## src/iqrd_pkg.sv

```systemverilog
// Shared types, constants and helpers for the IQ readout discriminator.
`timescale 1ns / 1ps
package iqrd_pkg;

  localparam int unsigned DEF_MAX_POINTS  = 1024;
  localparam int unsigned DEF_SAMPLE_BITS = 16;
  localparam int unsigned N_CH            = 4;
  localparam int unsigned ACC_W           = 48;
  localparam int unsigned CNT_W           = 32;
  localparam int unsigned DIV_STEPS       = ACC_W;
  localparam int unsigned FRAC_SHIFT      = 16;
  localparam int unsigned QDEPTH          = 2;

  // register indexes of the configuration port
  localparam logic [2:0] CFG_N_POINTS = 3'd0;
  localparam logic [2:0] CFG_ACTIVE   = 3'd1;
  localparam logic [2:0] CFG_COS_A    = 3'd2;
  localparam logic [2:0] CFG_SIN_A    = 3'd3;
  localparam logic [2:0] CFG_COS_B    = 3'd4;
  localparam logic [2:0] CFG_SIN_B    = 3'd5;

  localparam logic [10:0] RST_N_POINTS = 11'd1024;
  localparam logic [3:0]  RST_ACTIVE   = 4'd15;
  localparam logic [15:0] RST_COS      = 16'd32767;
  localparam logic [15:0] RST_SIN      = 16'd0;

  // probability selectors
  localparam logic [9:0] SEL_PA       = 10'd0;
  localparam logic [9:0] SEL_PB       = 10'd1;
  localparam logic [9:0] SEL_JOINT_LO = 10'd2;
  localparam logic [9:0] SEL_LIMIT    = 10'd6;

  typedef enum logic [1:0] {
    K_SAMPLE    = 2'd0,
    K_CLEAR     = 2'd1,
    K_READ_AVG  = 2'd2,
    K_READ_PROB = 2'd3
  } in_kind_e;

  typedef enum logic [1:0] {
    R_SUMMARY = 2'd0,
    R_POINT   = 2'd1,
    R_PROB    = 2'd2
  } res_kind_e;

  typedef enum logic [2:0] {
    FS_CLEAR,
    FS_IDLE,
    FS_RMW,
    FS_PROD,
    FS_DEC,
    FS_RDP,
    FS_PUSH
  } front_state_e;

  typedef enum logic [1:0] {
    BS_IDLE,
    BS_DIV,
    BS_OUT
  } back_state_e;

  typedef struct packed {
    logic [10:0]        n_points;
    logic [3:0]         active;
    logic signed [15:0] cos_a;
    logic signed [15:0] sin_a;
    logic signed [15:0] cos_b;
    logic signed [15:0] sin_b;
  } cfg_t;

  // one division job handed from front to back
  typedef struct packed {
    res_kind_e                   kind;
    logic [N_CH-1:0]             neg;
    logic [N_CH-1:0][ACC_W-1:0]  mag;
    logic [CNT_W-1:0]            divisor;
    logic                        sw_a;
    logic                        sw_b;
    logic [CNT_W-1:0]            total;
  } job_t;

  function automatic logic [CNT_W-1:0] sat_inc(input logic [CNT_W-1:0] c);
    return (c == '1) ? c : c + CNT_W'(1);
  endfunction

endpackage

```

## src/iqrd_back.sv

```systemverilog
// Back end: four-lane restoring divider, clamping and the output register.
`timescale 1ns / 1ps
module iqrd_back
  import iqrd_pkg::*;
(
  input  logic         clk_i,
  input  logic         rst_ni,
  input  job_t         job_i,
  input  logic         empty_i,
  output logic         pop_o,
  output logic         valid_o,
  input  logic         ready_i,
  output res_kind_e    kind_o,
  output logic [119:0] data_o
);

  localparam int unsigned STW = $clog2(DIV_STEPS + 1);

  back_state_e state_q, state_d;
  job_t        job_q;
  logic [CNT_W:0]             rem_q [N_CH];
  logic [CNT_W:0]             rem_d [N_CH];
  logic [N_CH-1:0][ACC_W-1:0] dq_q, dq_d;
  logic [STW-1:0]             step_q, step_d;
  logic [N_CH-1:0][15:0]      mean;
  logic [16:0]                frac;
  logic [CNT_W:0]             trial;

  always_comb begin
    trial = '0;
    for (int k = 0; k < N_CH; k++) begin
      trial    = {rem_q[k][CNT_W-1:0], dq_q[k][ACC_W-1]};
      rem_d[k] = trial;
      dq_d[k]  = {dq_q[k][ACC_W-2:0], 1'b0};
      if (trial >= {1'b0, job_q.divisor}) begin
        rem_d[k]   = trial - {1'b0, job_q.divisor};
        dq_d[k][0] = 1'b1;
      end
    end
  end

  // clamp quotients to the signed 16-bit range, or to one for probabilities
  always_comb begin
    for (int k = 0; k < N_CH; k++) begin
      if (job_q.kind == R_PROB) begin
        mean[k] = '0;
      end else if (job_q.neg[k]) begin
        mean[k] = (dq_q[k] > ACC_W'(32768)) ? 16'h8000 : 16'(-dq_q[k][15:0]);
      end else begin
        mean[k] = (dq_q[k] > ACC_W'(32767)) ? 16'h7FFF : dq_q[k][15:0];
      end
    end
    if (job_q.kind != R_PROB) begin
      frac = '0;
    end else if (dq_q[0] > ACC_W'(65536)) begin
      frac = 17'h10000;
    end else begin
      frac = dq_q[0][16:0];
    end
  end

  always_ff @(posedge clk_i or negedge rst_ni) begin
    if (!rst_ni) begin
      state_q <= BS_IDLE;
      step_q  <= '0;
    end else begin
      state_q <= state_d;
      step_q  <= step_d;
    end
  end

  always_ff @(posedge clk_i) begin
    if (state_q == BS_IDLE && !empty_i) begin
      job_q <= job_i;
      dq_q  <= job_i.mag;
      for (int k = 0; k < N_CH; k++) rem_q[k] <= '0;
    end else if (state_q == BS_DIV) begin
      dq_q <= dq_d;
      for (int k = 0; k < N_CH; k++) rem_q[k] <= rem_d[k];
    end
    if (state_q == BS_DIV && step_q == STW'(DIV_STEPS - 1)) begin
      kind_o <= job_q.kind;
    end
    if (state_q == BS_DIV && step_q == STW'(DIV_STEPS)) begin
      data_o <= {5'd0, job_q.total, frac, job_q.sw_b, job_q.sw_a,
                 mean[3], mean[2], mean[1], mean[0]};
    end
  end

  always_comb begin
    state_d = state_q;
    step_d  = step_q;
    pop_o   = 1'b0;
    valid_o = 1'b0;
    unique case (state_q)
      BS_IDLE: begin
        if (!empty_i) begin
          pop_o   = 1'b1;
          step_d  = '0;
          state_d = BS_DIV;
        end
      end
      BS_DIV: begin
        // one quotient bit per cycle, then the output register is loaded
        step_d = step_q + STW'(1);
        if (step_q == STW'(DIV_STEPS)) begin
          state_d = BS_OUT;
        end
      end
      BS_OUT: begin
        valid_o = 1'b1;
        if (ready_i) state_d = BS_IDLE;
      end
      default: state_d = BS_IDLE;
    endcase
  end

endmodule

```

## config.mk

```make
export PLATFORM = sky130hd
export DESIGN_NAME = iqrd_back
export DESIGN_NICKNAME = d
export VERILOG_FILES = /design/src/iqrd_pkg.sv /design/src/iqrd_back.sv
export SDC_FILE = /design/constraint.sdc
export NUM_CORES = 1
export LEC_CHECK = 0
export BUFFER_PORTS_ARGS = -buffer_cell sky130_fd_sc_hd__buf_4
export CAP_MARGIN = 15
export CORE_MARGIN = 4
export CORE_UTILIZATION = 50
export CTS_BUF_LIST = sky130_fd_sc_hd__clkbuf_2
export DETAILED_ROUTE_END_ITERATION = 16
export GPL_TIMING_DRIVEN = 1
export MAX_ROUTING_LAYER = met4
export PLACE_DENSITY = 0.71
export SYNTH_ARGS = -nofsm -noshare
export SYNTH_HDL_FRONTEND = slang
export SYNTH_SLANG_ARGS = --single-unit
```

## constraint.sdc

```tcl
create_clock -name clk_i -period 22.3 [get_ports clk_i]
set_clock_uncertainty 0.1 [all_clocks]
set_input_delay 4.46 -clock clk_i [delete_from_list [all_inputs] [get_ports clk_i]]
set_output_delay 4.46 -clock clk_i [all_outputs]
set_load 0.02 [all_outputs]
```

Word level (Yosys, flattened, before mapping)

Memories as Yosys holds them, arrays and structs flattened.
Cells that the tools add are included.

Output and inout port bits: 124
Word-level logic and storage cells: 104
RAM bits: 132
Input bits: 268
Memories: 1
Register bits: 389

Add/subtract/negate cells: 9
Bitwise logic cells: 4
Reductions and logical operators: 10
Eq/ne operators: 9
Order comparisons: 13
Muxes and demuxes: 41

Memory list:

| memory | depth | width | read ports | clocked after Yosys merged registers in | wr ports | line            | RTL |
|---|---|---|---|---|---|---|---|
| rem_q  | 4     | 33    | 4          | 0                                       | 4        | iqrd_back.sv:21 | `logic [CNT_W:0] rem_q [N_CH];` |

Operators by type and width:

| operator             | count |
|---|---|
| $mux 192             | 2 |
| $mux 33              | 8 |
| $gt 48x15->1 const B | 4 |
| $gt 48x16->1 const B | 4 |
| $mux 16              | 12 |
| $ge 33x32->1         | 4 |
| $sub 33x32->33       | 4 |
| $neg 16->16          | 4 |
| $gt 48x17->1 const B | 1 |
| $mux 17              | 1 |
| $eq 6x6->1 const B   | 2 |
| $mux 1               | 12 |
| $pmux 6 s2           | 1 |
| $add 6x1->6 const B  | 1 |
| $mux 2               | 3 |
| $mux 6               | 1 |
| $ne 2x2->1 const B   | 3 |
| $pmux 2 s3           | 1 |
| $eq 2x2->1 const B   | 2 |
| $or 1x1->1           | 4 |
| $reduce_bool 2->1    | 2 |
| $logic_and 1x1->1    | 3 |
| $reduce_and 3->1     | 1 |
| $eq 2x1->1 const B   | 1 |
| other kinds (5)      | 5 |

Logic depth before layout (Yosys ltp)

Gate-level depths: netlist of run 1.

Word-level depth: 5
Depth in mapped cells: 14
Mapped depth without buffers: 13

Worst setup path after synthesis of run 1

No wires, ideal clock.

Kind: input-to-reg
Start: input empty_i
End: register dq_q, in the netlist dq_d[100], enable pin
Slack: 10277 ps
Stages on the path: 5
Required time: 21531 ps
Setup time: 669 ps
Arrival time: 11254 ps
Cell sequence: or3_1 clkbuf_1 inv_2 nor2_1 inv_1

Longest elaborated chain between the ends: 3

Ends and longest elaborated chain:

| what                               | line            | RTL |
|---|---|---|
| from (decl)                        | iqrd_back.sv:9  | `input logic empty_i,` |
| $logic_not 1->1                    | -               |  |
| $logic_and 1x1->1                  | iqrd_back.sv:73 | `if (state_q == BS_IDLE && !empty_i) begin` |
| $reduce_bool 2->1 (no source line) | -               |  |
| to (signal assigned)               | iqrd_back.sv:75 | `dq_q <= job_i.mag;` |
| to (signal assigned)               | iqrd_back.sv:78 | `dq_q <= dq_d;` |
| to (decl)                          | iqrd_back.sv:23 | `logic [N_CH-1:0][ACC_W-1:0] dq_q, dq_d;` |

Every way passes these cells.
A chain may end at the register's enable or synchronous reset.

Worst setup path after layout of run 1

Start: input empty_i
End: output pop_o

Longest elaborated chain between the ends: 2

Ends and longest elaborated chain:

| what      | line            | RTL |
|---|---|---|
| $mux 1    | iqrd_back.sv:97 | `if (!empty_i) begin` |
| $mux 1    | iqrd_back.sv:95 | `unique case (state_q)` |
| to (decl) | iqrd_back.sv:10 | `output logic pop_o,` |

Every way passes these cells.

==> out/qor.yml, run 1 <==
run_status: "completed"
coreArea_mm2: 0.0580
syn-cell-area_mm2: 0.0295
ios: 392
finalCritPeriodShare_pct: 46.6
clockRootBuffer: "clkbuf_2"
worstPathRequired_ns: 17.74
cp_slowest_cell: "inv_8"
grt-ovfl-total: 0
final_common_cell: "nand2_1"
criticalPathCategory: "input port to output pin"
critPathArrivalTime_ns: 5.84
ys_ff_latch: 517
rsz0062_at_grt: "false"
finalSetupViolCount: 0
final_nets: 3778
mostFrequentLayoutCells: "nand2_1 (684), edfxtp_1 (509), buf_4 (399), nor2_1 (232), clkbuf_2 (204)"
synthCells: 2961
wire_per_inst_um: 20.0
synth.avg_cell_area_um2: 9.95
ant_nets: 0
track_usage_pct: 27.1
hp-class: "flop to flop"
pwr-share-comb_pct: 42.4
ir_worst_vdd_mv: 0.0606
seq_area_frac_synth_pct: 52.6
netSwitchingFraction_pct: 39.4
cp_top_family: "buffers and inverters"
async_flop_share_pct: 1.55
worstSetupStartpointType: "input port"
die-area_mm2: 0.0629
seq_power_share_pct: 40.9
synth_edf_count: 509
drv_cap: 0
synth_area_leaders: "edfxtp_1 (52%), nand2_1 (8.7%), ha_1 (5.7%)"
drc: 0
antenna_found_initial: 13
place.gp.congestion: 0.953
grt_use_met1_pct: 35.4
cts_resized: 0
hold_depth: 0
synth_top_cell_by_area: "edfxtp_1"
clk_pin_slew_worst_paths_ns: 0.09
cts_tree: "built"
reg2reg_from: "job_q[35]"
crit_fanout: 110
whs_ns: 0.320
slew_viol_final: 0
firstDrtPassIters: 6
vias: 24700
switchingPower_mw: 1.66
area_delta_synth_final_pct: 16.5
clock_latency_ns: 1.35
die_h_um: 251
drive_gt1_share_pct: 19.5
hp-start: "job_q[31]"
io_buffer_count: 386
cts_sinks: 517
leakagePower_nw: 14.8
clockBufferDepth: 3
yosysTopAreaCellShare_pct: 51.9
finalWirelength_um: 85000
r2r.worst_path.cells: 13
timing.critical_path.mode_cell: "buf_4"
htree_num_levels: 4
setup_tns_ns: 0
synth-main-ff-cell: "edfxtp_1"
slowest_delay_ns: 0.50
grtUsageMet2_pct: 42.1
min_to: "data_o[114]"
reg2reg_to: "rem_q[3][28]"
grt_pass1_wl_um: 132000
end_kind: "output pin"
grt-busiest-layer: "met2"
dp_hpwl_um: 60500
worst_pin_slew_ns: 1.06
fmax_mhz: 96.2
grt_max_degree: 188
clockPowerShare_pct: 16.7
hold_viol_final: 0
synth_cell_types: 77
slew-limit-headroom_pct: 28.4
numCtsBuffers: 141
yosys_warnings: 0
initialDrtViolationCount: 2252
via_per_inst: 5.81
first_global_vias: 24200
rows: 88
die_w_um: 251
cts_setup_buffers: 0
power_density_mw_per_mm2: 123
grtUsageMet3_pct: 6.29
period_minus_slack_ns: 10.40
rrSetupSlack_ns: 17.52
path_cells: "buf_4 > or3_4 > inv_8 > buf_4"
worst-path-buf-inv: 3
cts_hold_buffers: 0
internal_power_mw: 2.56
initial_core_util_pct: 50.8
## cells by family after synthesis
kind of cell	share of synthesized area, %
buf+inv	3.11
other cells	0.0127
compound gates	13.1
flops	52.6
xor+xnor	3.09
fa+ha+maj	5.96
mux	2.82
simple gates	19.4
## sequential cells by signal, summed over array words and instances (netlist names)
name / flops
rem_q: 128
step_q: 6
state_q: 2
job_q: 72
data_o: 115
dq_q: 4
kind_o: 2
dq_d: 188
## worst max path at each step
stage                       start        end  cells past startpoint
after CTS                 empty_i      pop_o                      4
final                     empty_i      pop_o                      4
after global routing      empty_i      pop_o                      4
after floorplan           empty_i  dq_d[100]                      5
after detailed placement  empty_i      pop_o                      4
after global placement    empty_i      pop_o                      4
## per-stage QoR
step	util [%]	total power [mW]	instance area, µm²	setup WS (ns)	cells
2_1_floorplan	-	3.04	29500	10.28	2965
3_3_place_gp	56.8	3.42	33000	11.89	3993
3_5_place_dp	56.8	3.49	33000	11.85	3993
4_1_cts	59.1	4.21	34300	11.86	4238
5_1_grt	59.2	4.56	34300	11.79	4252
6_report	59.2	4.22	34300	11.90	4254
## synthesized netlist by cell type (12+ instances only)
cell and n:
mux2i_1 83, xnor2_1 50, or3_1 33, nor2b_1 24
clkbuf_1 121, nor3_1 43, nor3b_1 12, nand2_1 684
nand4_1 46, o21bai_1 21, nor2_1 232, o21a_1 13
a21oi_1 163, a311oi_1 14, inv_1 97, a211oi_1 36
nand2b_1 15, edfxtp_1 509, ha_1 134, xor2_1 54
nand3_1 52, nor4_1 38, o31ai_1 22, a31oi_1 42
a21o_1 61, and3_1 29, o21ai_0 140
## routing by layer
| metal | vias to the layer above | routed length, µm |
|---|---|---|
| met5 | - | 0 |
| met4 | 0 | 2190 |
| met1 | 11900 | 36200 |
| met3 | 152 | 6210 |
| li1 | 11700 | - |
| met2 | 977 | 40400 |
## cell type report
class	instances	area, µm²
timing repair buffer	401	3030
antenna	15	37.5
inverter	99	387
sequential	517	15500
fill	4967	23700
multi-input combinational	2212	13100
clock buffer	204	1020
clock inverter	41	287
tap	765	957
## power groups by stage
stage	sequential, mW	combinational [mW]	clock [mW]
2_1_floorplan	1.66	1.38	0
5_1_grt	1.76	2.01	0.783
3_3_place_gp	1.73	1.70	0
4_1_cts	1.72	1.77	0.728
6_report	1.73	1.79	0.705
3_5_place_dp	1.74	1.76	0
Note: power is estimated with default switching activity, not from simulation.
==> run 2: changes to the inputs <==
clock period = 10.9 ns   (was 22.3 ns; I/O delays follow)
==> run 2 against run 1 <==
First-iteration DRC count about the same. Sequential share of layout area rose by 0.087 points. Routed wire length is 1.5% higher. Combinational power rose by 100%. Utilization fell by 0.11 points. Largest cell class unchanged.
==> out/qor.yml, run 2 (same netlist as run 1, synthesis figures left out) <==
period_minus_slack_ns: 5.91
reg2reg_to: "rem_q[3][25]"  # was rem_q[3][28]
power_density_mw_per_mm2: 250  # was 123 mW/mm²
finalWirelength_um: 86300  # was 85,000 µm
grt-ovfl-total: 0  # unchanged
instances_no_fill: 4254  # unchanged
first_global_vias: 23900  # was 24,200
slowest_delay_ns: 0.52  # was 0.50 ns
firstDrtPassIters: 6  # unchanged
wire_per_inst_um: 20.3  # was 20.0 µm
track_usage_pct: 27.2  # was 27.1%
rows: 88  # unchanged
fmax_mhz: 169
cts_setup_buffers: 0  # unchanged
drv_cap: 0  # unchanged
placed_cells: 3994  # was 3,993
worstSetupStartpointType: "input port"  # unchanged
ios: 392  # unchanged
criticalPathCategory: "input port to output pin"  # unchanged
clockRootBuffer: "clkbuf_2"  # unchanged
crit_fanout: 117  # was 110
io_buffer_count: 386  # unchanged
via_per_inst: 5.78  # was 5.81
clk_pin_slew_worst_paths_ns: 0.10  # was 0.09 ns
rrSetupSlack_ns: 5.97  # was 17.52 ns
drive_gt1_share_pct: 19.4  # was 19.5%
run_status: "completed"  # unchanged
critPathArrivalTime_ns: 3.63  # was 5.84 ns
r2r.worst_path.cells: 12  # was 13
grt_max_degree: 146  # was 188
cp_slowest_cell: "inv_8"  # unchanged
ir_worst_vdd_mv: 0.134  # was 0.0606 mV
drc: 0  # unchanged
clock_latency_ns: 1.31  # was 1.35 ns
hold_viol_final: 0  # unchanged
cts_resized: 0  # unchanged
die_w_um: 251  # unchanged
htree_num_levels: 4  # unchanged
hp-class: "flop to flop"  # unchanged
cts_hold_buffers: 0  # unchanged
coreArea_mm2: 0.0580  # unchanged
crit_start: "empty_i"  # unchanged
fillerInstances: 4998  # was 4,967
initialDrtViolationCount: 2251  # was 2,252
die_h_um: 251  # unchanged
end_kind: "output pin"  # unchanged
antenna_found_initial: 11  # was 13
setup_tns_ns: 0  # unchanged
finalSetupViolCount: 0  # unchanged
finalCritPeriodShare_pct: 54.2
rsz0062_at_grt: "false"  # unchanged
mostFrequentLayoutCells: "nand2_1 (684), edfxtp_1 (509), buf_4 (402), nor2_1 (232), clkbuf_2 (193)"  # was nand2_1 (684), edfxtp_1 (509), buf_4 (399), nor2_1 (232), clkbuf_2 (204)
vias: 24600  # was 24,700
die-area_mm2: 0.0629  # unchanged
timing.critical_path.mode_cell: "buf_4"  # unchanged
area_delta_synth_final_pct: 16.3  # was 16.5%
final_nets: 3779  # was 3,778
initial_core_util_pct: 50.8  # unchanged
cts_sinks: 517  # unchanged
worstPathRequired_ns: 8.62  # was 17.74 ns
cp_num_cells: 4  # unchanged
crit_end: "pop_o"  # unchanged
clockBufferDepth: 3  # unchanged
numCtsBuffers: 141  # unchanged
slew-limit-headroom_pct: 29.2  # was 28.4%
grt_pass1_wl_um: 132000  # about the same
final_common_cell: "nand2_1"  # unchanged
path_cells: "buf_4 > or3_4 > inv_8 > buf_4"  # unchanged
cts_tree: "built"  # unchanged
reg2reg_from: "job_q[35]"  # unchanged
largest_register_ffs: 188  # unchanged
leakagePower_nw: 14.7  # was 14.8 nW
place.gp.congestion: 0.963  # was 0.953
power_mw: 8.56  # was 4.22 mW
worst_pin_slew_ns: 1.06  # about the same
ff_latch_area_mm2: 0.0155  # unchanged
ant_nets: 0  # unchanged
slew_viol_final: 0  # unchanged
multiInputGateArea_mm2: 0.0131  # unchanged
cp_top_family: "buffers and inverters"  # unchanged
dp_hpwl_um: 61700  # was 60,500 µm
worst-path-buf-inv: 3  # unchanged
[run 2: worst min path at each step]
stage               slack [ns]  cells past startpoint     endpoint  startpoint
CTS                       0.31                      0  data_o[108]   job_q[25]
global route              0.32                      0  data_o[108]   job_q[25]
finish                    0.31                      0  data_o[108]   job_q[25]
global placement          0.30                      0   data_o[83]    job_q[0]
detailed placement        0.30                      0  data_o[108]   job_q[25]
floorplan                 0.30                      0  data_o[100]   job_q[17]
[run 2: area by class of cell]
cell class	count	share of cell area (%)
sequential	517	45.2
multi-input combinational	2212	38.3
timing repair buffer	402	8.81
clock buffer	193	2.82
tap	765	2.79
inverter	99	1.13
clock inverter	54	0.855
antenna	12	0.0876
[run 2: worst reg2reg max path: cells and delay by family, from the launching register on]
family,cells,cell delay [ns]
AO/OA/AOI/OAI,5,2.21
adder cells (fa/ha/maj),1,0.37
buffers and inverters,2,0.64
flip-flops,1,0.51
AND/OR/NAND/NOR,4,1.03
[run 2: power by group]
| group | switching (mW) | internal (mW) | leakage (nW) |
|---|---|---|---|
| sequential | 0.458 | 3.08 | 5.20 |
| clock | 0.863 | 0.518 | 0.939 |
| combinational | 2.08 | 1.56 | 8.59 |
[run 2: stage by stage]
step                area [µm²]  hold WS, ns  util, %  setup WS (ns)
floorplan                29500        0.300        -           1.16
global placement         33000        0.300     56.8           5.04
detailed placement       33000        0.305     56.8           4.92
CTS                      34200        0.308     59.0           4.99
global route             34300        0.322     59.0           4.92
finish                   34300        0.308     59.0           4.99
[run 2: metal layers]
layer  vias up  part of all wire (%)  global-route usage, %
met1     11700                    42                   34.7
met3       165                   7.4                   6.28
met5         -                     0                      -
li1      11700                     -                      -
met4         0                   3.0                   9.87
met2       965                    48                   42.9
