`src/iqrd_pkg.sv`:
```
// Shared types, constants and helpers for the IQ readout discriminator.
`timescale 1ns / 1ps
package iqrd_pkg;

  localparam int unsigned DEF_MAX_POINTS  = 1024;
  localparam int unsigned DEF_SAMPLE_BITS = 16;
  localparam int unsigned N_CH            = 4;
  localparam int unsigned ACC_W           = 48;
  localparam int unsigned CNT_W           = 32;
  localparam int unsigned DIV_STEPS       = ACC_W;
  localparam int unsigned FRAC_SHIFT      = 16;
  localparam int unsigned QDEPTH          = 2;

  // register indexes of the configuration port
  localparam logic [2:0] CFG_N_POINTS = 3'd0;
  localparam logic [2:0] CFG_ACTIVE   = 3'd1;
  localparam logic [2:0] CFG_COS_A    = 3'd2;
  localparam logic [2:0] CFG_SIN_A    = 3'd3;
  localparam logic [2:0] CFG_COS_B    = 3'd4;
  localparam logic [2:0] CFG_SIN_B    = 3'd5;

  localparam logic [10:0] RST_N_POINTS = 11'd1024;
  localparam logic [3:0]  RST_ACTIVE   = 4'd15;
  localparam logic [15:0] RST_COS      = 16'd32767;
  localparam logic [15:0] RST_SIN      = 16'd0;

  // probability selectors
  localparam logic [9:0] SEL_PA       = 10'd0;
  localparam logic [9:0] SEL_PB       = 10'd1;
  localparam logic [9:0] SEL_JOINT_LO = 10'd2;
  localparam logic [9:0] SEL_LIMIT    = 10'd6;

  typedef enum logic [1:0] {
    K_SAMPLE    = 2'd0,
    K_CLEAR     = 2'd1,
    K_READ_AVG  = 2'd2,
    K_READ_PROB = 2'd3
  } in_kind_e;

  typedef enum logic [1:0] {
    R_SUMMARY = 2'd0,
    R_POINT   = 2'd1,
    R_PROB    = 2'd2
  } res_kind_e;

  typedef enum logic [2:0] {
    FS_CLEAR,
    FS_IDLE,
    FS_RMW,
    FS_PROD,
    FS_DEC,
    FS_RDP,
    FS_PUSH
  } front_state_e;

  typedef enum logic [1:0] {
    BS_IDLE,
    BS_DIV,
    BS_OUT
  } back_state_e;

  typedef struct packed {
    logic [10:0]        n_points;
    logic [3:0]         active;
    logic signed [15:0] cos_a;
    logic signed [15:0] sin_a;
    logic signed [15:0] cos_b;
    logic signed [15:0] sin_b;
  } cfg_t;

  // one division job handed from front to back
  typedef struct packed {
    res_kind_e                   kind;
    logic [N_CH-1:0]             neg;
    logic [N_CH-1:0][ACC_W-1:0]  mag;
    logic [CNT_W-1:0]            divisor;
    logic                        sw_a;
    logic                        sw_b;
    logic [CNT_W-1:0]            total;
  } job_t;

  function automatic logic [CNT_W-1:0] sat_inc(input logic [CNT_W-1:0] c);
    return (c == '1) ? c : c + CNT_W'(1);
  endfunction

endpackage

```
`src/iqrd_queue.sv`:
```
// Two-entry job queue between the front and the divider back end.
`timescale 1ns / 1ps
module iqrd_queue
  import iqrd_pkg::*;
(
  input  logic clk_i,
  input  logic rst_ni,
  input  logic push_i,
  input  job_t job_i,
  output logic full_o,
  input  logic pop_i,
  output job_t job_o,
  output logic empty_o
);

  job_t       slot_q [QDEPTH];
  logic       wr_q, rd_q;
  logic [1:0] cnt_q;

  assign full_o  = (cnt_q == 2'(QDEPTH));
  assign empty_o = (cnt_q == 2'd0);
  assign job_o   = slot_q[rd_q];

  always_ff @(posedge clk_i) begin
    if (push_i) begin
      slot_q[wr_q] <= job_i;
    end
  end

  always_ff @(posedge clk_i or negedge rst_ni) begin
    if (!rst_ni) begin
      wr_q  <= 1'b0;
      rd_q  <= 1'b0;
      cnt_q <= '0;
    end else begin
      if (push_i) wr_q <= ~wr_q;
      if (pop_i)  rd_q <= ~rd_q;
      cnt_q <= cnt_q + 2'(push_i) - 2'(pop_i);
    end
  end

endmodule

```
`config.mk`:
```
export PLATFORM = sky130hd
export DESIGN_NAME = iqrd_queue
export DESIGN_NICKNAME = d
export VERILOG_FILES = /design/src/iqrd_pkg.sv /design/src/iqrd_queue.sv
export SDC_FILE = /design/constraint.sdc
export NUM_CORES = 1
export LEC_CHECK = 0
export ABC_AREA = 0
export BUFFER_PORTS_ARGS = -buffer_cell sky130_fd_sc_hd__buf_2
export CAP_MARGIN = 0
export CORE_MARGIN = 3
export CORE_UTILIZATION = 47
export DETAILED_ROUTE_END_ITERATION = 12
export GPL_TIMING_DRIVEN = 0
export HOLD_SLACK_MARGIN = 0.02
export PLACE_DENSITY_LB_ADDON = 0.05
export SLEW_MARGIN = 20
export SYNTH_ARGS = -nofsm -noshare
export SYNTH_HDL_FRONTEND = slang
export SYNTH_SLANG_ARGS = --single-unit
export TNS_END_PERCENT = 20
```
`constraint.sdc`:
```
create_clock -name clk_i -period 12.86 [get_ports clk_i]
set_input_delay 1.929 -clock clk_i [delete_from_list [all_inputs] [get_ports clk_i]]
set_output_delay 1.929 -clock clk_i [all_outputs]
set_load 0.03 [all_outputs]
```
[Yosys cells after proc, flatten, opt, wreduce, memory -nomap -nowiden]
Memory sizes are Yosys's and may differ from the RTL's.
Cells that the tools add are included.
Operators by class
  add/sub/neg operators: 2
  equal/unequal tests: 1
  muxes and demuxes: 2
  bitwise gates (word level): 2
  reductions and logical operators: 1
Operators with widths (number)
  $add A2 B1 Y2: 1
  $eq A2 B2 Y1 const B: 1
  $logic_not A2 Y1: 1
  $mux W1: 2
  $not A1 Y1: 2
  $sub A2 B1 Y2: 1
Storage, ports and cells
  register bits: 4
  bits in writable memories: 528
  bits of input ports: 268
  output and inout bits: 266
  word-level logic and storage cells: 12
  memories: 1
Memories
  slot_q: depth 2, bits a word 264, read ports 1, clocked after Yosys merged registers in 0, wr ports 1, line iqrd_queue.sv:16  | job_t slot_q [QDEPTH];

[Depth between registers and ports, before layout]
Gate-level depths: netlist of run 1.
  word-level depth: 2
  depth in mapped cells: 5
  mapped depth without buffers: 5

[Worst setup path before layout of run 1]
OpenSTA, ideal clock, no wires.
  kind: input -> register
  start: in push_i
  end: mem slot_q[0][0] (netlist name), enable pin
  setup time: 0.925 ns
  arrival time: 13.286 ns
  required time: 11.935 ns
  setup slack: -1.352 ns
  stages on the path: 1
  path buffers: 0
  path through: nor2b_1
Between the ends
  cells in the longest elaborated chain, start to end: 2
Ends and longest elaborated chain
  from (decl): line iqrd_queue.sv:8  | input logic push_i,
  $mux W1: line iqrd_queue.sv:25  | if (push_i) begin
  $mux W1 (not written as such): line iqrd_queue.sv:26  | slot_q[wr_q] <= job_i;
  to (decl): line iqrd_queue.sv:16
Every way passes these cells.

==> results of run 1 <==
[metal layers]
layer	track usage [%]	vias to the layer above	wire, um
li1	-	4599	-
met1	23.2	4949	16500
met2	34.8	385	23400
met3	8.77	76	4700
met4	7.18	22	1200
met5	0	-	135
[through the flow]
stage	cell area, sq um	worst slack, ns	total power, mW	utilization, %
floorplan	19300	3.62	4.03	-
global placement	22700	-0.907	4.77	56.4
detailed placement	23100	8.54	4.70	57.5
CTS	24800	8.84	6.22	61.7
global route	24800	8.81	6.40	61.8
finish	24800	8.92	6.14	61.8
[registers in the layout (all words and copies together), names as in the netlist]
register	flops
wr_q	1
slot_q	528
rd_q	1
cnt_q	2
[logic make-up after synthesis]
group                      Yosys count  share of synthesized area [%]
xor gates and xnor gates             3                          0.213
adders and majority gates            2                          0.129
buffers and inverters               31                           1.69
DFF                                532                           82.5
muxes                              264                           15.4
and+or+nand+nor                      4                          0.116
[cell usage after synthesis]
cell type and number:
mux2_2 264, dfrtp_1 4, buf_6 28, ha_1 2, xor3_1 1, inv_1 2, nor2_1 1, edfxtp_1 528
and2_1 1, xor2_1 2, buf_2 1, nor2b_1 2
[path summary, 6_finish.rpt]
kind | start | to | cells past startpoint
worst max-delay path | rd_q$_DFFE_PN0P_ | job_o[141] | 4
worst min-delay path | wr_q$_DFFE_PN0P_ | wr_q$_DFFE_PN0P_ | 1
worst max register to register | wr_q$_DFFE_PN0P_ | slot_q[0][111]$_DFFE_PP_ | 7
worst min register to register | wr_q$_DFFE_PN0P_ | wr_q$_DFFE_PN0P_ | 1
max in group asynchronous | rst_ni | rd_q$_DFFE_PN0P_ | 1
min in group asynchronous | rst_ni | cnt_q[1]$_DFF_PN0_ | 1
[placed cells by master (no fill, tap or decap)]
| cell | count |
|---|---|
| clkinv_2 | 7 |
| clkbuf_16 | 55 |
| diode_2 | 8 |
| xor3_1 | 1 |
| inv_6 | 1 |
| xor2_1 | 2 |
| buf_2 | 534 |
| nor2b_1 | 1 |
| clkbuf_8 | 3 |
| buf_12 | 7 |
| dfrtp_1 | 4 |
| clkbuf_1 | 17 |
| edfxtp_1 | 528 |
| nor2b_4 | 1 |
| buf_6 | 28 |
| nor2_1 | 1 |
| inv_1 | 2 |
| clkinv_1 | 11 |
| bufinv_16 | 5 |
| and2_4 | 1 |
| buf_16 | 10 |
| ha_1 | 2 |
| mux2_2 | 264 |
[report_power, final]
part	internal (mW)	switching, mW
Clock	0.900	0.615
Combinational	0.801	1.46
Sequential	2.29	0.0659
Total	3.99	2.15
[cell type report]
cell class              count  area share (%)
flip-flops and latches    532            64.3
multi-input cells         273            12.4
diodes                      8          0.0806
inverters                   2          0.0302
repair buffers            550            12.4
clock inverters            24           0.947
well taps                 525            2.65
plain buffers              29            1.29
clock buffers              75            5.97
[worst max-delay path, cell delays in order, from the launching register on]
cell	delay [ns]
dfrtp_1	0.43
buf_6	0.24
buf_6	0.20
mux2_2	0.35
buf_2	0.20
==> metrics.csv, run 1 <==
stage,metric,value,unit
run_status,outcome,"finished, final reports clean",
global_route,grt_pass1_vias,10600,
timing,maxSlewViolCount,0,
setup_path,cp_data_arrival_time,2.01,ns
pwr,leakage,9.40,nW
setup_path,r2r_slack,10.29,ns
clock_tree,root_buffer,clkbuf_16,
cells_and_area,seq_area,16000,sq um
global_route,antenna_found_initial,20,
placed_design,hpwl,33600,um
synthesis,synth_top_area_share,82.0,%
synthesis,syn_inst,836,
hold_path,hold_class,reg -> reg,
clock_tree,cts_tree,built,
detailed_routing,wl,45900,um
global_route,grt_pass1_wl,66500,um
cells_and_area,multiInputGateArea,3070,sq um
setup_path,required,10.93,ns
timing,setup_viol,0,
detailed_routing,dr.pass1.iters,4,
setup_path,start_kind,flip-flop,
setup_path,end_kind,output port,
detailed_routing,viasPerCell,4.97,
pwr,ir_drop,0.143,mV
synthesis,yosys_warnings,0,
global_route,track_usage,20.5,%
clock_tree,clock_path_buffers,3,
clock_tree,cts_resized,0,
timing,hold-worst-slack,0.545,ns
clock_tree,cts_made_buffers,54,
global_route,grt_max_degree,50,
synthesis,synth_seq_cells,532,
detailed_routing,drtAntennaViolNets,0,
timing,fin_crit,3.94,ns
pwr,cellPowerDensity,247,nW/um^2
synthesis,synth_area,19300,sq um
cells_and_area,fin_nets,1712,
timing,tightest_slew,0.711,ns
floorplan,fp.dieH,209,um
clock_tree,htree_num_levels,2,
detailed_routing,drtIter0Drc,546,
floorplan,die_area,43600,sq um
timing,tns,0,ns
timing,fin_skew,0.0165,ns
synthesis,synth-seq-area-share,82.5,%
cells_and_area,final_cells,2018,
floorplan,row_count,73,
clock_tree,post-cts-setup-buffers,0,
job,max_cap_violations,0,
detailed_routing,wl_per_cell,22.8,um
clock_tree,clock_latency,0.58,ns
synthesis,yosys.area.top_type,edfxtp_1,
placed_design,gp_congestion,0.751,
floorplan,start_util,48.1,%
timing,finalHoldViolCount,0,
synthesis,yosysUniqueCellTypes,12,
timing,clock.fmax,254,MHz
detailed_routing,drc,0,
floorplan,core_area,40200,sq um
setup_path,path_class,reg -> out,
timing,slew_headroom,52.5,%
clock_tree,cts.sink_count,532,
synthesis,yosys-top-cells-area,"edfxtp_1 82%, mux2_2 15%, buf_6 1.6%, dfrtp_1 0.52%, ha_1 0.13%",
cells_and_area,area_delta_synth_final,28.4,%
synthesis,avgSynthCellArea,23.1,sq um
timing,period_share,30.6,%
cells_and_area,fill_cells,3056,
cells_and_area,final_layout_size_suffix_gt1_share,61.7,%
clock_tree,cts.clk_slew.worst_paths,0.06,ns
setup_path,critPathMaxFanout,10,
synthesis,syn-num-nets,1106,
global_route,overflow,0,
detailed_routing,vias,10000,
floorplan,die_w,209,um
timing,rsz0062_at_grt,false,
clock_tree,postCtsHoldBufs,0,
floorplan,io_pins,534,
placed_design,io_buffers,533,
placed_design,dpl.cell_count,1911,
Power figures use the tool's default switching activity.
==> inputs of run 2 (changes only) <==
==> constraint.sdc (replaced) <==
create_clock -name clk_i -period 3.45 [get_ports clk_i]
set_input_delay 0.5175 -clock clk_i [delete_from_list [all_inputs] [get_ports clk_i]]
set_output_delay 0.5175 -clock clk_i [all_outputs]
set_load 0.03 [all_outputs]
==> run 2 against run 1 <==
  * Flip-flop and latch count did not move
  * First-iteration DRC count down 7.5%
  * Combinational power increased to 3.7 times the previous value
  * Register-to-register slack worse by 9.1 ns
  * Clock-buffer cell count increased by 2
  * Clock skew fell by 0.0012 ns
  * Power rose to 3.7 times the previous value
  * Design area down 0.14%
  * Critical path type unchanged
==> metrics.csv, run 2 (synthesized netlist as in run 1, its figures left out) <==
stage,metric,value,unit,change
cells_and_area,seq_area,16000,sq um,unchanged
cells_and_area,layout_common_cells,"534 x buf_2, 528 x edfxtp_1, 264 x mux2_2",,
cells_and_area,area_delta_synth_final,28.2,%,
global_route,grt_pass1_vias,10600,,+0.038%
timing,period_share,73.2,%,
cells_and_area,multiInputGateArea,3070,sq um,unchanged
clock_tree,clock_path_buffers,3,,unchanged
cells_and_area,reg.largest.list,"slot_q (528), cnt_q (2)",,
clock_tree,cts_made_buffers,53,,-1.9%
timing,rsz0062_at_grt,false,,
job,max_cap_violations,0,,unchanged
detailed_routing,dr.pass1.iters,4,,unchanged
placed_design,io_buffers,533,,unchanged
timing,maxSlewViolCount,0,,unchanged
cells_and_area,final_layout_size_suffix_gt1_share,61.5,%,-0.15 points
floorplan,core_area,40200,sq um,unchanged
floorplan,fp.dieH,209,um,unchanged
cells_and_area,final_cells,2020,,+0.099%
detailed_routing,drc,0,,unchanged
global_route,track_usage,20.4,%,-0.099 points
timing,tightest_slew,0.787,ns,+0.0752 ns
clock_tree,cts.clk_slew.worst_paths,0.06,ns,about the same
cells_and_area,largest_reg_flops,528,,unchanged
placed_design,gp_congestion,0.748,,-0.35%
setup_path,start_kind,flip-flop,,
floorplan,io_pins,534,,unchanged
clock_tree,postCtsHoldBufs,1,,+1
timing,layout_setup_ws,0.926,ns,-7.99 ns
clock_tree,clock_latency,0.57,ns,about the same
cells_and_area,final_area,24800,sq um,-0.14%
global_route,grt_pass1_wl,66100,um,-0.70%
floorplan,die_w,209,um,unchanged
clock_tree,root_buffer,clkbuf_16,,
pwr,leakage,9.37,nW,-0.23%
clock_tree,cts_resized,0,,unchanged
floorplan,start_util,48.1,%,unchanged
detailed_routing,viasPerCell,4.99,,+0.38%
run_status,outcome,"finished, final reports clean",,
clock_tree,cts.sink_count,532,,unchanged
clock_tree,post-cts-setup-buffers,0,,unchanged
setup_path,required,2.93,ns,-8.00 ns
cells_and_area,final_common_cell,buf_2,,
timing,finalHoldViolCount,0,,unchanged
cells_and_area,final_util,61.7,%,-0.087 points
timing,slew_headroom,47.5,%,-5.0 points
timing,fin_skew,0.0153,ns,-0.00120 ns
clock_tree,htree_num_levels,2,,unchanged
setup_path,critPathMaxFanout,10,,unchanged
timing,clock.fmax,396,MHz,
detailed_routing,drtIter0Drc,505,,-7.5%
setup_path,path_class,reg -> out,,
pwr,ir_drop,0.500,mV,+250%
detailed_routing,wl,45700,um,-0.64%
pwr,cellPowerDensity,914,nW/um^2,+270%
global_route,overflow,0,,unchanged
cells_and_area,regMostFlops,slot_q,,
placed_design,dp_slack,0.937,ns,-7.60 ns
timing,hold-worst-slack,0.123,ns,-0.422 ns
cells_and_area,fin_nets,1713,,+0.058%
placed_design,dpl.cell_count,1912,,+0.052%
placed_design,hpwl,33300,um,-0.81%
global_route,antenna_found_initial,19,,-5.0%
detailed_routing,drtAntennaViolNets,0,,unchanged
cells_and_area,fill_cells,3040,,-0.52%
placed_design,place_area,23100,sq um,+0.13%
timing,setup_viol,0,,unchanged
detailed_routing,wl_per_cell,22.6,um,-0.74%
hold_path,hold_class,in -> reg,,
clock_tree,cts_tree,built,,
global_route,grt_max_degree,51,,+2.0%
detailed_routing,vias,10100,,+0.48%
floorplan,row_count,73,,unchanged
floorplan,die_area,43600,sq um,unchanged
setup_path,cp_data_arrival_time,2.01,ns,about the same
timing,fin_crit,2.52,ns,
setup_path,end_kind,output port,,
==> run 2: cell types whose count changed in the layout (fill, tap and decap cells not counted), sizes merged <==
cell         delta
dlygate4sd3     +1
clkinvlp        +1
buf             +1
bufinv          -3
clkbuf          +2
==> run 2: layout make-up <==
| class | instances | share of cell area (%) |
|---|---|---|
| Antenna cell | 8 | 0.0807 |
| Buffer | 29 | 1.29 |
| Clock buffer | 77 | 6.00 |
| Sequential cell | 532 | 64.3 |
| Clock inverter | 22 | 0.616 |
| Tap cell | 525 | 2.65 |
| Timing Repair Buffer | 552 | 12.6 |
| Multi-Input combinational cell | 273 | 12.4 |
| Inverter | 2 | 0.0303 |
==> run 2: metal layers <==
metal | track usage [%] | up-vias | wire, um
li1 | - | 4594 | -
met1 | 22.6 | 4973 | 16300
met2 | 34.5 | 391 | 22900
met3 | 9.16 | 97 | 4870
met4 | 7.83 | 24 | 1430
met5 | 0 | - | 161
==> run 2: where the power goes <==
part	switching (mW)	internal, mW
logic	5.45	3.01
clock network	2.29	3.13
registers	0.244	8.55
total	7.99	14.7
==> run 2: worst max-delay path, stage by stage, from the launching register on <==
cell and delay, ns:
dfrtp_1 0.44, buf_6 0.25, buf_6 0.19, mux2_2 0.35, buf_2 0.18
==> run 2: through the flow <==
| step | total power, mW | setup TNS (ns) |
|---|---|---|
| 3_3_place_gp | 17.4 | -1840.04 |
| 5_1_grt | 23.6 | 0 |
| 3_5_place_dp | 17.5 | 0 |
| 2_1_floorplan | 14.9 | -583.91 |
| 6_report | 22.7 | 0 |
| 4_1_cts | 23.0 | 0 |
==> run 2: path summary, 6_finish.rpt <==
check,cells past startpoint,slack [ns],start,to
max,4,0.93,rd_q$_DFFE_PN0P_,job_o[181]
min,1,0.12,job_i[157],slot_q[1][157]$_DFFE_PP_
max reg2reg,5,1.21,wr_q$_DFFE_PN0P_,slot_q[0][126]$_DFFE_PP_
min reg2reg,1,0.56,wr_q$_DFFE_PN0P_,wr_q$_DFFE_PN0P_
max in group asynchronous,2,2.99,rst_ni,cnt_q[1]$_DFF_PN0_
min in group asynchronous,2,0.33,rst_ni,wr_q$_DFFE_PN0P_
==> inputs of run 3 (changes only) <==
--- a/config.mk
+++ b/config.mk
@@ -5,12 +5,12 @@
 export SDC_FILE = /design/constraint.sdc
 export NUM_CORES = 1
 export LEC_CHECK = 0
-export ABC_AREA = 0
+export ABC_AREA = 1
 export BUFFER_PORTS_ARGS = -buffer_cell sky130_fd_sc_hd__buf_2
 export CAP_MARGIN = 0
-export CORE_MARGIN = 3
-export CORE_UTILIZATION = 47
+export CORE_AREA = 3 3 206 208
 export DETAILED_ROUTE_END_ITERATION = 12
+export DIE_AREA = 0 0 209 211
 export GPL_TIMING_DRIVEN = 0
 export HOLD_SLACK_MARGIN = 0.02
 export PLACE_DENSITY_LB_ADDON = 0.05
==> constraint.sdc (replaced) <==
create_clock -name clk_i -period 2.6 [get_ports clk_i]
set_input_delay 0.39 -clock clk_i [delete_from_list [all_inputs] [get_ports clk_i]]
set_output_delay 0.39 -clock clk_i [all_outputs]
set_load 0.03 [all_outputs]
==> run 3 against run 2 <==
  * Core utilization increased by 7.6 points
  * Largest cell class unchanged
  * Critical endpoint is now job_o[200]
  * Largest power group is now combinational logic
  * Clock-buffer cell count fell by 9
  * First-iteration DRC count is 43% higher
  * Wire length increased by 14%
  * Hold slack got worse by 0.057 ns
==> metrics.csv, run 3 <==
stage,metric,value,unit,change
run_status,outcome,"finished, final reports clean",,
setup_path,r2r_start,wr_q$_DFFE_PN0P_,,
timing,layout_setup_ws,0.182,ns,-0.744 ns
pwr,cellPowerDensity,1150,nW/um^2,+25%
synthesis,yosysUniqueCellTypes,14,,+2
global_route,track_usage,23.2,%,+2.8 points
synthesis,syn-num-nets,1674,,+51%
cells_and_area,regMostFlops,slot_q,,
clock_tree,postCtsHoldBufs,266,,+265
cells_and_area,fin_nets,2554,,+49%
pwr,ir_drop,0.787,mV,+58%
global_route,antenna_found_initial,10,,-9
synthesis,yosys.area.top_type,edfxtp_1,,
synthesis,synth_area,19900,sq um,+2.8%
timing,setup_viol,0,,unchanged
clock_tree,cts_made_buffers,54,,+1.9%
cells_and_area,largest_reg_flops,528,,unchanged
floorplan,die_w,209,um,about the same
job,max_cap_violations,0,,unchanged
cells_and_area,final_util,69.3,%,+7.6 points
detailed_routing,viasPerCell,4.72,,-5.3%
floorplan,io_pins,534,,unchanged
detailed_routing,dr.pass1.iters,5,,+1
synthesis,ys_async_sr_fraction,0.752,%,unchanged
detailed_routing,wl_per_cell,18.2,um,-19%
synthesis,avgSynthCellArea,14.2,sq um,-39%
setup_path,r2r_slack,0.29,ns,-0.92 ns
cells_and_area,final_common_cell,buf_2,,
synthesis,synth_top_area_share,79.7,%,-2.2 points
clock_tree,root_buffer,clkbuf_16,,
detailed_routing,drtAntennaViolNets,0,,unchanged
setup_path,cp_data_arrival_time,2.03,ns,+0.02 ns
floorplan,core_area,40700,sq um,+1.4%
global_route,grt_pass1_vias,14000,,+32%
floorplan,start_util,48.8,%,+0.68 points
synthesis,synth.most_common_cell,edfxtp_1,,
detailed_routing,drtIter0Drc,720,,+43%
clock_tree,cts.clk_slew.worst_paths,0.06,ns,about the same
detailed_routing,drc,0,,unchanged
cells_and_area,seq_area,16000,sq um,unchanged
hold_path,min_path_cells,2,,+1
timing,maxSlewViolCount,0,,unchanged
floorplan,fp.dieH,211,um,+1.0%
synthesis,synth-seq-area-share,80.2,%,-2.2 points
global_route,overflow,0,,unchanged
clock_tree,cts.sink_count,532,,unchanged
placed_design,gp_congestion,0.797,,+6.5%
setup_path,worstReg2RegEnd,slot_q[0][90]$_DFFE_PP_,,
timing,period_share,93.0,%,
cells_and_area,layout_common_cells,"540 x buf_2, 528 x edfxtp_1, 270 x inv_1",,
floorplan,die_area,44100,sq um,+1.1%
setup_path,critPathMaxFanout,10,,unchanged
setup_path,required,2.21,ns,-0.72 ns
hold_path,whs_endpoint,wr_q$_DFFE_PN0P_,,
placed_design,dp_slack,0.0407,ns,-0.897 ns
timing,fin_crit,2.42,ns,
clock_tree,htree_num_levels,2,,unchanged
synthesis,synth_seq_cells,532,,unchanged
setup_path,path_class,reg -> out,,
clock_tree,clock_path_buffers,3,,unchanged
synthesis,yosys_warnings,0,,unchanged
setup_path,start_kind,flip-flop,,
hold_path,hp-start,push_i,,
timing,rsz0062_at_grt,false,,
cells_and_area,multiInputGateArea,2400,sq um,-22%
timing,clock.fmax,414,MHz,
detailed_routing,wl,52200,um,+14%
timing,tns,0,ns,unchanged
detailed_routing,vias,13500,,+34%
timing,slew_headroom,54.1,%,+6.7 points
timing,finalHoldViolCount,0,,unchanged
clock_tree,cts_tree,built,,
synthesis,yosys-top-cells-count,"528 x edfxtp_1, 271 x inv_1, 270 x nand2_1",,
placed_design,io_buffers,533,,unchanged
timing,fin_skew,0.0123,ns,-0.00301 ns
cells_and_area,reg.largest.list,"slot_q (528), cnt_q (2)",,
global_route,grt_pass1_wl,78500,um,+19%
synthesis,yosys-top-cells-area,"edfxtp_1 80%, o21ai_0 5.2%, inv_1 5.1%, nand2_1 5.1%, buf_6 1.5%",,
synthesis,synth_edf_count,528,,unchanged
clock_tree,cts_resized,0,,unchanged
floorplan,row_count,74,,+1.4%
placed_design,hpwl,36800,um,+10%
timing,tightest_slew,0.687,ns,-0.0997 ns
setup_path,ff2ff_path_depth,6,,+1
setup_path,end_kind,output port,,
synthesis,syn_inst,1404,,+68%
synthesis,synth_flop_cell,edfxtp_1,,
cells_and_area,area_delta_synth_final,42.0,%,
cells_and_area,fill_cells,2936,,-3.4%
cells_and_area,final_layout_size_suffix_gt1_share,29.8,%,-32 points
clock_tree,clock_latency,0.59,ns,+0.02 ns
global_route,grt_max_degree,29,,-43%
hold_path,hold_class,in -> reg,,
clock_tree,post-cts-setup-buffers,0,,unchanged
pwr,leakage,12.1,nW,+29%
[run 3: cell count changes after synthesis, moves of 6 or more]
cell,previous run,this run
nand2_1,0,270
buf_4,0,25
o21ai_0,0,207
buf_2,1,7
o21ai_1,0,57
inv_1,2,271
mux2_2,264,0
[run 3: worst max-delay path by stage]
stage                     startpoint  slack, ns  cells past startpoint                      end
CTS                 rd_q$_DFFE_PN0P_       0.15                      5                job_o[70]
detailed placement            push_i       0.04                      8  slot_q[0][82]$_DFFE_PP_
global route        rd_q$_DFFE_PN0P_       0.09                      6               job_o[151]
floorplan           wr_q$_DFFE_PN0P_      -2.24                      2   slot_q[1][0]$_DFFE_PP_
global placement              push_i      -4.99                      3  slot_q[1][77]$_DFFE_PP_
finish              rd_q$_DFFE_PN0P_       0.18                      5               job_o[200]
[run 3: area by class of cell]
| cell class | instances | share of cell area [%] |
|---|---|---|
| flip-flops and latches | 532 | 56.5 |
| repair buffers | 824 | 21.0 |
| multi-input cells | 542 | 8.51 |
| clock buffers | 68 | 5.20 |
| inverters | 271 | 3.62 |
| well taps | 532 | 2.36 |
| plain buffers | 59 | 1.84 |
| clock inverters | 30 | 0.833 |
| diodes | 10 | 0.0886 |
[run 3: metrics by stage]
stage | power (mW) | cells | cell area [sq um] | hold slack [ns]
6_report | 32.3 | 2868 | 28200 | 0.0656
5_1_grt | 33.9 | 2866 | 28200 | 0.0520
4_1_cts | 32.6 | 2858 | 28200 | 0.0220
3_5_place_dp | 24.8 | 2494 | 23800 | 0.201
3_3_place_gp | 23.9 | 2469 | 23200 | 0.201
2_1_floorplan | 20.2 | 1404 | 19900 | 0.0944
[run 3: per-layer routing]
layer | track usage [%] | part of all wire (%)
met1 | 26.8 | 37
met2 | 40.8 | 52
met3 | 7.37 | 8.6
met4 | 8.43 | 2.8
met5 | 0 | 0
[run 3: logic make-up (layout without fill, tap and decap cells)]
family                     Yosys count  count (layout)  synth area share, %
other                                0              10                    0
AOI/OAI and AO/OA                  264             264                 6.64
and+or+nand+nor                    274             274                 5.18
xor gates and xnor gates             2               2               0.0881
buffers and inverters              330            1252                 7.73
DFF                                532             532                 80.2
adders and majority gates            2               2                0.126
[run 3: critical path, cell delays in order (launching register included)]
cell and delay [ns]:
dfrtp_1 0.37, buf_6 0.15, buf_6 0.17, buf_6 0.15, o21ai_0 0.33, buf_2 0.28
[run 3: power breakdown]
group / leakage (nW) / switching [mW] / internal [mW] / total [mW]
Sequential: 5.00 / 0.350 / 11.3 / 11.7
Combinational: 6.25 / 9.40 / 3.81 / 13.2
Clock: 0.846 / 3.06 / 4.36 / 7.42
